`src/hdl/tpba_pkg.sv`:
```
`default_nettype none

package tpba_pkg;

	localparam int MAP_W  = 8;
	localparam int IDX_W  = 3;
	localparam int SLOT_W = 4;
	localparam int OFF_W  = 10;
	localparam int CALC_W = 16;

	localparam logic [SLOT_W-1:0] LARGE_BASE = 4'd8;

	localparam logic KIND_ALLOC  = 1'b0;
	localparam logic KIND_FREE   = 1'b1;
	localparam logic CLASS_SMALL = 1'b0;
	localparam logic CLASS_LARGE = 1'b1;

	typedef struct packed {
		logic              kind;
		logic              size_class;
		logic [SLOT_W-1:0] freed_slot;
	} req_t;

	typedef struct packed {
		logic              granted;
		logic [SLOT_W-1:0] slot;
		logic [OFF_W-1:0]  offset;
	} res_t;

endpackage

`default_nettype wire

```
`src/hdl/tpba_decide.sv`:
```
`default_nettype none

module tpba_decide #(
	parameter int SMALL_SLOTS = 8,
	parameter int LARGE_SLOTS = 8,
	parameter int SMALL_BYTES = 32,
	parameter int LARGE_BYTES = 64
) (
	input  tpba_pkg::req_t                   req,
	input  logic [tpba_pkg::MAP_W-1:0]       small_map,
	input  logic [tpba_pkg::MAP_W-1:0]       large_map,
	output tpba_pkg::res_t                   res,
	output logic [tpba_pkg::MAP_W-1:0]       small_next,
	output logic [tpba_pkg::MAP_W-1:0]       large_next
);

	localparam int MW = tpba_pkg::MAP_W;
	localparam int IW = tpba_pkg::IDX_W;
	localparam int SW = tpba_pkg::SLOT_W;
	localparam int OW = tpba_pkg::OFF_W;
	localparam int CW = tpba_pkg::CALC_W;
	localparam int LARGE_AREA_BASE = SMALL_SLOTS * SMALL_BYTES;
	localparam logic [MW-1:0] SMASK = MW'((1 << SMALL_SLOTS) - 1);

	logic          s_any, l_any, p_any;
	logic [IW-1:0] s_idx, l_idx, p_idx;
	logic [CW-1:0] s_off, l_off, p_off;

	always_comb begin
		s_any = 1'b0;
		s_idx = '0;
		for (int i = SMALL_SLOTS - 1; i >= 0; i--) begin
			if (!small_map[i]) begin
				s_any = 1'b1;
				s_idx = IW'(i);
			end
		end
		l_any = 1'b0;
		l_idx = '0;
		for (int i = LARGE_SLOTS - 1; i >= 0; i--) begin
			if (!large_map[i]) begin
				l_any = 1'b1;
				l_idx = IW'(i);
			end
		end
		p_any = 1'b0;
		p_idx = '0;
		for (int i = SMALL_SLOTS - 2; i >= 0; i--) begin
			if (!small_map[i] && !small_map[i+1]) begin
				p_any = 1'b1;
				p_idx = IW'(i);
			end
		end
	end

	assign s_off = CW'(CW'(s_idx) * CW'(SMALL_BYTES));
	assign p_off = CW'(CW'(p_idx) * CW'(SMALL_BYTES));
	assign l_off = CW'(CW'(LARGE_AREA_BASE) + CW'(CW'(l_idx) * CW'(LARGE_BYTES)));

	always_comb begin
		small_next  = small_map;
		large_next  = large_map;
		res.granted = 1'b0;
		res.slot    = '0;
		res.offset  = '0;
		if (req.kind == tpba_pkg::KIND_FREE) begin
			res.slot = req.freed_slot;
			if (req.freed_slot >= tpba_pkg::LARGE_BASE) begin
				if ({1'b0, req.freed_slot[IW-1:0]} < SW'(LARGE_SLOTS)) begin
					large_next  = large_map & ~(MW'(1) << req.freed_slot[IW-1:0]);
					res.granted = 1'b1;
				end
			end else if (req.freed_slot < SW'(SMALL_SLOTS)) begin
				if (req.size_class == tpba_pkg::CLASS_LARGE) begin
					small_next = small_map & ~(MW'(3) << req.freed_slot[IW-1:0]) & SMASK;
				end else begin
					small_next = small_map & ~(MW'(1) << req.freed_slot[IW-1:0]) & SMASK;
				end
				res.granted = 1'b1;
			end
		end else if (req.size_class == tpba_pkg::CLASS_SMALL) begin
			if (s_any) begin
				small_next  = small_map | (MW'(1) << s_idx);
				res.granted = 1'b1;
				res.slot    = {1'b0, s_idx};
				res.offset  = s_off[OW-1:0];
			end else if (l_any) begin
				large_next  = large_map | (MW'(1) << l_idx);
				res.granted = 1'b1;
				res.slot    = tpba_pkg::LARGE_BASE | {1'b0, l_idx};
				res.offset  = l_off[OW-1:0];
			end
		end else begin
			if (l_any) begin
				large_next  = large_map | (MW'(1) << l_idx);
				res.granted = 1'b1;
				res.slot    = tpba_pkg::LARGE_BASE | {1'b0, l_idx};
				res.offset  = l_off[OW-1:0];
			end else if (p_any) begin
				small_next  = small_map | (MW'(3) << p_idx);
				res.granted = 1'b1;
				res.slot    = {1'b0, p_idx};
				res.offset  = p_off[OW-1:0];
			end
		end
	end

endmodule

`default_nettype wire

```
`src/hdl/two_pool_bitmap_allocator.sv`:
```
// Two-pool slot allocator: small and large occupancy bitmaps.
// Input channel (in_valid/in_ready) carries one request beat: kind
// (allocate or free), size_class and freed_slot. Output channel
// (out_valid/out_ready) returns exactly one result beat per request:
// granted, granted_slot (8 and up are large slots) and byte_offset.
// A small allocation falls back to a large slot when the small pool is full;
// a large allocation falls back to two adjacent small slots.
// The input stage captures an accepted request, the decision is made
// combinationally from it and the maps, and the result is written to the
// output register when the input stage advances, which raises out_valid.
// Throughput: one request per cycle while out_ready is high. The map update
// and the lowest-free search both sit between the input stage and the output
// register, so the next request sees the updated maps without a bubble.
// Reset clears both maps (all slots free) and empties both stages.
// When the receiver stalls, the result holds in the output register, the
// input stage holds one more request, and in_ready then drops.
`default_nettype none

module two_pool_bitmap_allocator #(
	parameter int SMALL_SLOTS = 8,
	parameter int LARGE_SLOTS = 8,
	parameter int SMALL_BYTES = 32,
	parameter int LARGE_BYTES = 64
) (
	input  logic                        clk,
	input  logic                        arst_n,
	input  logic                        in_valid,
	output logic                        in_ready,
	input  logic                        kind,
	input  logic                        size_class,
	input  logic [tpba_pkg::SLOT_W-1:0] freed_slot,
	output logic                        out_valid,
	input  logic                        out_ready,
	output logic                        granted,
	output logic [tpba_pkg::SLOT_W-1:0] granted_slot,
	output logic [tpba_pkg::OFF_W-1:0]  byte_offset
);

	localparam int MW = tpba_pkg::MAP_W;
	localparam logic [MW-1:0] SMASK = MW'((1 << SMALL_SLOTS) - 1);
	localparam logic [MW-1:0] LMASK = MW'((1 << LARGE_SLOTS) - 1);

	logic           valid_s1;
	tpba_pkg::req_t req_s1;
	logic           out_valid_q;
	tpba_pkg::res_t res_q;
	logic [MW-1:0]  small_map_q, large_map_q;
	logic [MW-1:0]  small_next, large_next;
	tpba_pkg::res_t res;
	logic           adv_s1;

	assign adv_s1   = valid_s1 && (!out_valid_q || out_ready);
	assign in_ready = !valid_s1 || adv_s1;

	tpba_decide #(
		.SMALL_SLOTS (SMALL_SLOTS),
		.LARGE_SLOTS (LARGE_SLOTS),
		.SMALL_BYTES (SMALL_BYTES),
		.LARGE_BYTES (LARGE_BYTES)
	) u_decide (
		.req        (req_s1),
		.small_map  (small_map_q),
		.large_map  (large_map_q),
		.res        (res),
		.small_next (small_next),
		.large_next (large_next)
	);

	always_ff @(posedge clk or negedge arst_n) begin
		if (!arst_n) begin
			valid_s1    <= 1'b0;
			out_valid_q <= 1'b0;
			small_map_q <= '0;
			large_map_q <= '0;
		end else begin
			if (in_ready) begin
				valid_s1 <= in_valid;
			end
			if (adv_s1) begin
				out_valid_q <= 1'b1;
				small_map_q <= small_next;
				large_map_q <= large_next;
			end else if (out_ready) begin
				out_valid_q <= 1'b0;
			end
		end
	end

	always_ff @(posedge clk) begin
		if (in_valid && in_ready) begin
			req_s1.kind       <= kind;
			req_s1.size_class <= size_class;
			req_s1.freed_slot <= freed_slot;
		end
		if (adv_s1) begin
			res_q <= res;
		end
	end

	assign out_valid    = out_valid_q;
	assign granted      = res_q.granted;
	assign granted_slot = res_q.slot;
	assign byte_offset  = res_q.offset;

	a_maps_in_pool: assert property (@(posedge clk) disable iff (!arst_n)
		((small_map_q & ~SMASK) == '0) && ((large_map_q & ~LMASK) == '0))
		else $error("occupancy bit set outside its pool");

	a_maps_hold: assert property (@(posedge clk) disable iff (!arst_n)
		!adv_s1 |=> $stable(small_map_q) && $stable(large_map_q))
		else $error("maps changed without a request advancing");

	a_stall_means_full: assert property (@(posedge clk) disable iff (!arst_n)
		!in_ready |-> valid_s1 && out_valid_q && !out_ready)
		else $error("input stalled while pipeline can advance");

	a_small_grant_marks: assert property (@(posedge clk) disable iff (!arst_n)
		adv_s1 && req_s1.kind == tpba_pkg::KIND_ALLOC && res.granted && !res.slot[3]
		|=> small_map_q[$past(res.slot[2:0])])
		else $error("small grant left its slot marked free");

endmodule

`default_nettype wire
```
`config.mk`:
```
export PLATFORM = sky130hd
export DESIGN_NAME = two_pool_bitmap_allocator
export DESIGN_NICKNAME = d
export VERILOG_FILES = /design/src/hdl/tpba_pkg.sv /design/src/hdl/tpba_decide.sv /design/src/hdl/two_pool_bitmap_allocator.sv
export SDC_FILE = /design/constraint.sdc
export NUM_CORES = 1
export LEC_CHECK = 0
export BUFFER_PORTS_ARGS = -buffer_cell sky130_fd_sc_hd__buf_2
export CAP_MARGIN = 20
export CORE_MARGIN = 3
export CORE_UTILIZATION = 50
export CTS_BUF_LIST = sky130_fd_sc_hd__clkbuf_2
export CTS_CLUSTER_DIAMETER = 60
export DETAILED_ROUTE_END_ITERATION = 10
export PLACE_DENSITY_LB_ADDON = 0.2
export SYNTH_ARGS = -nofsm -noshare
export SYNTH_HDL_FRONTEND = slang
export SYNTH_SLANG_ARGS = --single-unit
```
`constraint.sdc`:
```
create_clock -name clk -period 2.6 [get_ports clk]
set_input_delay 0.26 -clock clk [delete_from_list [all_inputs] [get_ports clk]]
set_output_delay 0.26 -clock clk [all_outputs]
set_load 0.01 [all_outputs]
```
=== After elaboration in Yosys (flattened, before gate mapping) ===
Cells that the tools add are included.

* Bits in registers: 39

* Reduce and logical (&&, ||, !) cells: 25
* Eq/ne operators: 6
* $lt $le $gt $ge: 2
* Add/sub/neg operators: 1
* Bitwise operators: 8
* Shift-type cells: 5
* Mux-type cells: 69

{| class="wikitable"
|+ Operators by type and width
! cell !! count
|-
| $mux 8 || 13
|-
| $mux 15 || 5
|-
| $mux 3 || 23
|-
| $mux 1 || 27
|-
| $and 8x8->8 || 3
|-
| $or 8x8->8 || 3
|-
| $shl 1x3->8 const A || 3
|-
| $not 8->8 || 2
|-
| $shl 2x3->8 const A || 2
|-
| $add 9x9->10 const A || 1
|-
| $logic_not 1->1 || 10
|-
| $logic_and 1x1->1 || 9
|-
| $ne 3x3->1 const B || 2
|-
| $reduce_and 6->1 || 1
|-
| $mux 5 || 1
|-
| $ge 4x4->1 const B || 1
|-
| $lt 4x4->1 const B || 1
|-
| $ne 2x1->1 const B || 2
|-
| $ne 3x1->1 const B || 1
|-
| $reduce_and 3->1 || 1
|-
| $reduce_bool 3->1 || 1
|-
| $logic_or 1x1->1 || 2
|-
| $ne 2x2->1 const B || 1
|-
| $reduce_bool 2->1 || 1
|}

=== Logic depth before layout (Yosys ltp) ===
* Word-level depth: 15
* Gate-level depth with buffers: 9

=== Cells and area by module ===
Synthesis repeated with hierarchy kept, for this count alone.

* Cell total of the unflattened synthesis: 238
* Area, all modules: 2459.9 um2

{| class="wikitable"
|+ Modules (own cells, without submodules)
! module !! instances !! sequential area each (um2) !! area an instance (um2) !! cells each
|-
| two_pool_bitmap_allocator || 1 || 1081.0 || 1371.3 || 63
|-
| tpba_decide || 1 || 0.0 || 1088.5 || 175
|}

=== Least setup slack after synthesis ===
Ideal clock, no wire load.

* Path kind: register to register
* Start point: register small_map_q[4]
* End point: register small_map_q[2]
* Required time: 2467 ps
* Arrival time: 1777 ps
* Stages on the path, launching flop included: 10
* Slack: 690 ps
* Library setup time: 133 ps
* Clock period less this slack: 1910 ps
* Cell sequence: dfrtp_1 buf_2 a21oi_1 a31oi_1 nor2_1 ha_1 nand2_1 nor2_1 o221ai_1 a22oi_1

* Word-level cells in the longest chain between the ends: 13
* Elaborated cells on any way between the ends: 35

{| class="wikitable"
|+ Ends and longest elaborated chain
! item !! line !! text
|-
| from (decl) || two_pool_bitmap_allocator.sv:47 || <nowiki>logic [MW-1:0] small_map_q, large_map_q;</nowiki>
|-
| from (signal assigned) || two_pool_bitmap_allocator.sv:81 || <nowiki>small_map_q <= small_next;</nowiki>
|-
| $logic_not 1->1 || n/a ||
|-
| $logic_and 1x1->1 || tpba_decide.sv:49 || <nowiki>if (!small_map[i] && !small_map[i+1]) begin</nowiki>
|-
| $mux 3 (5 in series) || tpba_decide.sv:49 ||
|-
| $shl 2x3->8 || tpba_decide.sv:100 || <nowiki>small_next = small_map | (MW'(3) << p_idx);</nowiki>
|-
| $or 8x8->8 || tpba_decide.sv:100 ||
|-
| $mux 8 || tpba_decide.sv:99 || <nowiki>end else if (p_any) begin</nowiki>
|-
| $mux 8 || tpba_decide.sv:94 || <nowiki>if (l_any) begin</nowiki>
|-
| $mux 8 || tpba_decide.sv:81 || <nowiki>end else if (req.size_class == tpba_pkg::CLASS_SMALL) begin</nowiki>
|-
| $mux 8 || tpba_decide.sv:66 || <nowiki>if (req.kind == tpba_pkg::KIND_FREE) begin</nowiki>
|}

Parallel ways exist; a longest one is shown, timed or not. The select of a mux whose other input is x is not followed.
A chain may end at the register's enable or synchronous reset.

=== Worst setup path after layout ===
* Start point: register small_map_q[5]
* End point: register small_map_q[4]

* Word-level cells in the longest chain between the ends: 14
* Elaborated cells on any way between the ends: 39

{| class="wikitable"
|+ Ends and longest elaborated chain
! item !! line
|-
| $logic_not 1->1 || tpba_decide.sv:49
|-
| $logic_and 1x1->1 || tpba_decide.sv:49
|-
| $mux 3 (6 in series) || tpba_decide.sv:49
|-
| $shl 2x3->8 || tpba_decide.sv:100
|-
| $or 8x8->8 || tpba_decide.sv:100
|-
| $mux 8 || tpba_decide.sv:99
|-
| $mux 8 || tpba_decide.sv:94
|-
| $mux 8 || tpba_decide.sv:81
|-
| $mux 8 || tpba_decide.sv:66
|}

Parallel ways exist; a longest one is shown, timed or not. The select of a mux whose other input is x is not followed.

==> flow_summary.toml <==
[run_status]
status = "complete, no violations"

[grt]
grt_max_degree = 19
grt_pass1_wl_um = 8050
first_global_vias = 1679
gr-total-overflow = 0
antenna_found_initial = 0
grt_use_total_pct = 20.4

[logic_synthesis]
syn_area_mm2 = 0.00212
ys_seq_area_share_pct = 43.8
ys_seq_elements = 34
async_flop_share_pct = 52.9
synth.most_common_cell = "nand2_1"
synth_top_area_share_pct = 22.6
synth_edf_count = 16
netlist_top_cells_area = "edfxtp_1 (23%), dfrtp_1 (21%), a21oi_1 (3.5%)"
syn-instance-count = 220
ys.flop_type = "dfrtp_1"
yosys_warnings = 0
ys_types = 55
postSynthAreaPerCell_um2 = 9.65
ys_top_cells_by_count = "nand2_1 (19), dfrtp_1 (18), inv_1 (18), nor2_1 (18), edfxtp_1 (16)"
yosysTopAreaCell = "edfxtp_1"

[sta]
tightest_slew_ps = 607
setup_slack_ps = 511
slew-limit-headroom_pct = 59.2
max_freq_mhz = 479
finalHoldViolCount = 0
finalMaxSlewViolations = 0
rsz0062_at_grt = "no"
clock-skew-final_ps = 32.3
tns_ps = 0
final.period_utilization_pct = 80.4
layout_min_cycle_time_ps = 2090
setup_viol = 0

[placed_design]
io_buffers = 21
placed_area_mm2 = 0.00225
place_hpwl_um = 3640
dp_slack_ps = 523
routabilityCongestion = 0.964

[clock_network]
cts-buffers-inserted = 5
ctsHoldBuffers = 1
clk_pin_slew_worst_paths_ps = 150
clock_path_buffers = 2
cts.sinks = 34
cts_tree = "yes"
clk_latency_ps = 400
post-cts-setup-buffers = 0
cts_root_buffer = "clkbuf_2"
post_cts_resized = 0
h-tree-depth = 2

[finish]
final_area_mm2 = 0.00232
num-nets-final = 260
utilization_pct = 57.1
syn2layout_area_growth_pct = 9.13
n_antenna_cell = 0
drive_above_1_share_pct = 19.3

[power]
pwr-share-clk_pct = 16.9
ir_drop_mv = 0.402
leakage_nw = 0.956
switching_share_pct = 41.3
power.internal_mw = 1.14
p_comb_share_pct = 39.2
power_density_mw_per_mm2 = 838
switchingPower_mw = 0.802
pwr-share-seq_pct = 43.9

[detailed_routing]
drt-total-wl_um = 4780
drc = 0
routed_via_density = 6.13
detail-route-antenna-nets = 0
firstDrtPassIters = 5
drt_iter0_drc = 198
via_count = 1801
drt-wirelength-per-cell_um = 16.3

[die]
ios = 27
die_w_um = 71.2
die_area_mm2 = 0.00506
dieHeight_um = 71.2
fp-row-count = 23
initial_core_util_pct = 52.3
coreArea_mm2 = 0.00406

[critical_path]
crit_type = "reg2reg"
critPathLaunchType = "flop"
cp_max_fo = 10
cp.required_ps = 2860
cp-end-kind = "flop"
arrival_ps = 2350

[job]
maxCapViolCount = 0

[hold_path]
min_path_type = "in2reg"
critical path: stages (launching register included):
cell and delay [ps]:
dfrtp_1 530, nor2_1 180, a21oi_1 90, a221oi_1 490, inv_1 100, ha_1 220, mux2i_1 140, o22a_1 200
o21ai_2 60
flip-flops by register name, indices dropped and copies added, names as in the netlist:
register      cells
byte_offset       5
small_map_q       8
req_s1            6
valid_s1          1
out_valid         1
granted           1
granted_slot      4
large_map_q       8
routing by layer:
| metal | part of all wire, % | vias up | GRT usage, % |
|---|---|---|---|
| met5 | 0 | - | 0 |
| met4 | 1.8 | 0 | 8.14 |
| met3 | 7.5 | 8 | 3.55 |
| met2 | 45 | 82 | 30.5 |
| met1 | 46 | 844 | 29.4 |
| li1 | - | 867 | - |
cells in the final DEF, fill, tap and decap left out, types with 6 or more instances in the layout:
cell	Yosys	routed
a21oi_1	15	15
a31oi_1	6	6
buf_2	2	21
dfrtp_1	18	18
edfxtp_1	16	16
ha_1	6	6
inv_1	18	18
nand2_1	19	19
nand3_1	6	6
nor2_1	18	18
o21ai_0	8	8
per-stage QoR:
| step | hold WS [ps] | power (mW) | std cells |
|---|---|---|---|
| 2_1_floorplan | -35.6 | 1.42 | 224 |
| 4_1_cts | 31.2 | 1.93 | 294 |
| 3_5_place_dp | 227 | 1.61 | 286 |
| 6_report | 55.1 | 1.94 | 294 |
| 5_1_grt | 16.0 | 2.09 | 294 |
| 3_3_place_gp | 223 | 1.63 | 286 |
layout make-up:
type | instances | area (um2)
Inverter | 18 | 67.6
Clock inverter | 2 | 33.8
Tap cell | 50 | 62.6
Multi-Input combinational cell | 160 | 1060
Fill cell | 362 | 1740
Sequential cell | 34 | 931
Clock buffer | 5 | 25.0
Timing Repair Buffer | 25 | 138
final timing paths:
kind | startpoint | endpoint | slack [ps] | cells past startpoint
setup / recovery | small_map_q[5] | small_map_q[4] | 510 | 8
hold / removal | freed_slot[0] | req_s1[0] | 60 | 1
setup reg to reg | small_map_q[5] | small_map_q[4] | 510 | 8
hold reg to reg | valid_s1 | out_valid | 550 | 1
max in group asynchronous | arst_n | large_map_q[6] | 1970 | 2
min in group asynchronous | arst_n | large_map_q[2] | 300 | 2
power groups by stage:
stage / combinational (mW) / clock, mW / sequential, mW
floorplan: 0.653 / 0 / 0.770
global placement: 0.768 / 0 / 0.860
detailed placement: 0.750 / 0 / 0.857
CTS: 0.754 / 0.332 / 0.844
global route: 0.856 / 0.362 / 0.870
finish: 0.761 / 0.328 / 0.851
cell families after synthesis:
family	share of synthesized area [%]
fa+ha+maj	3.54
other cells	0.177
compound gates	25.6
flops	43.8
buf+inv	6.95
mux	2.06
simple gates	17.8
Note: power is estimated with default switching activity, not from simulation.
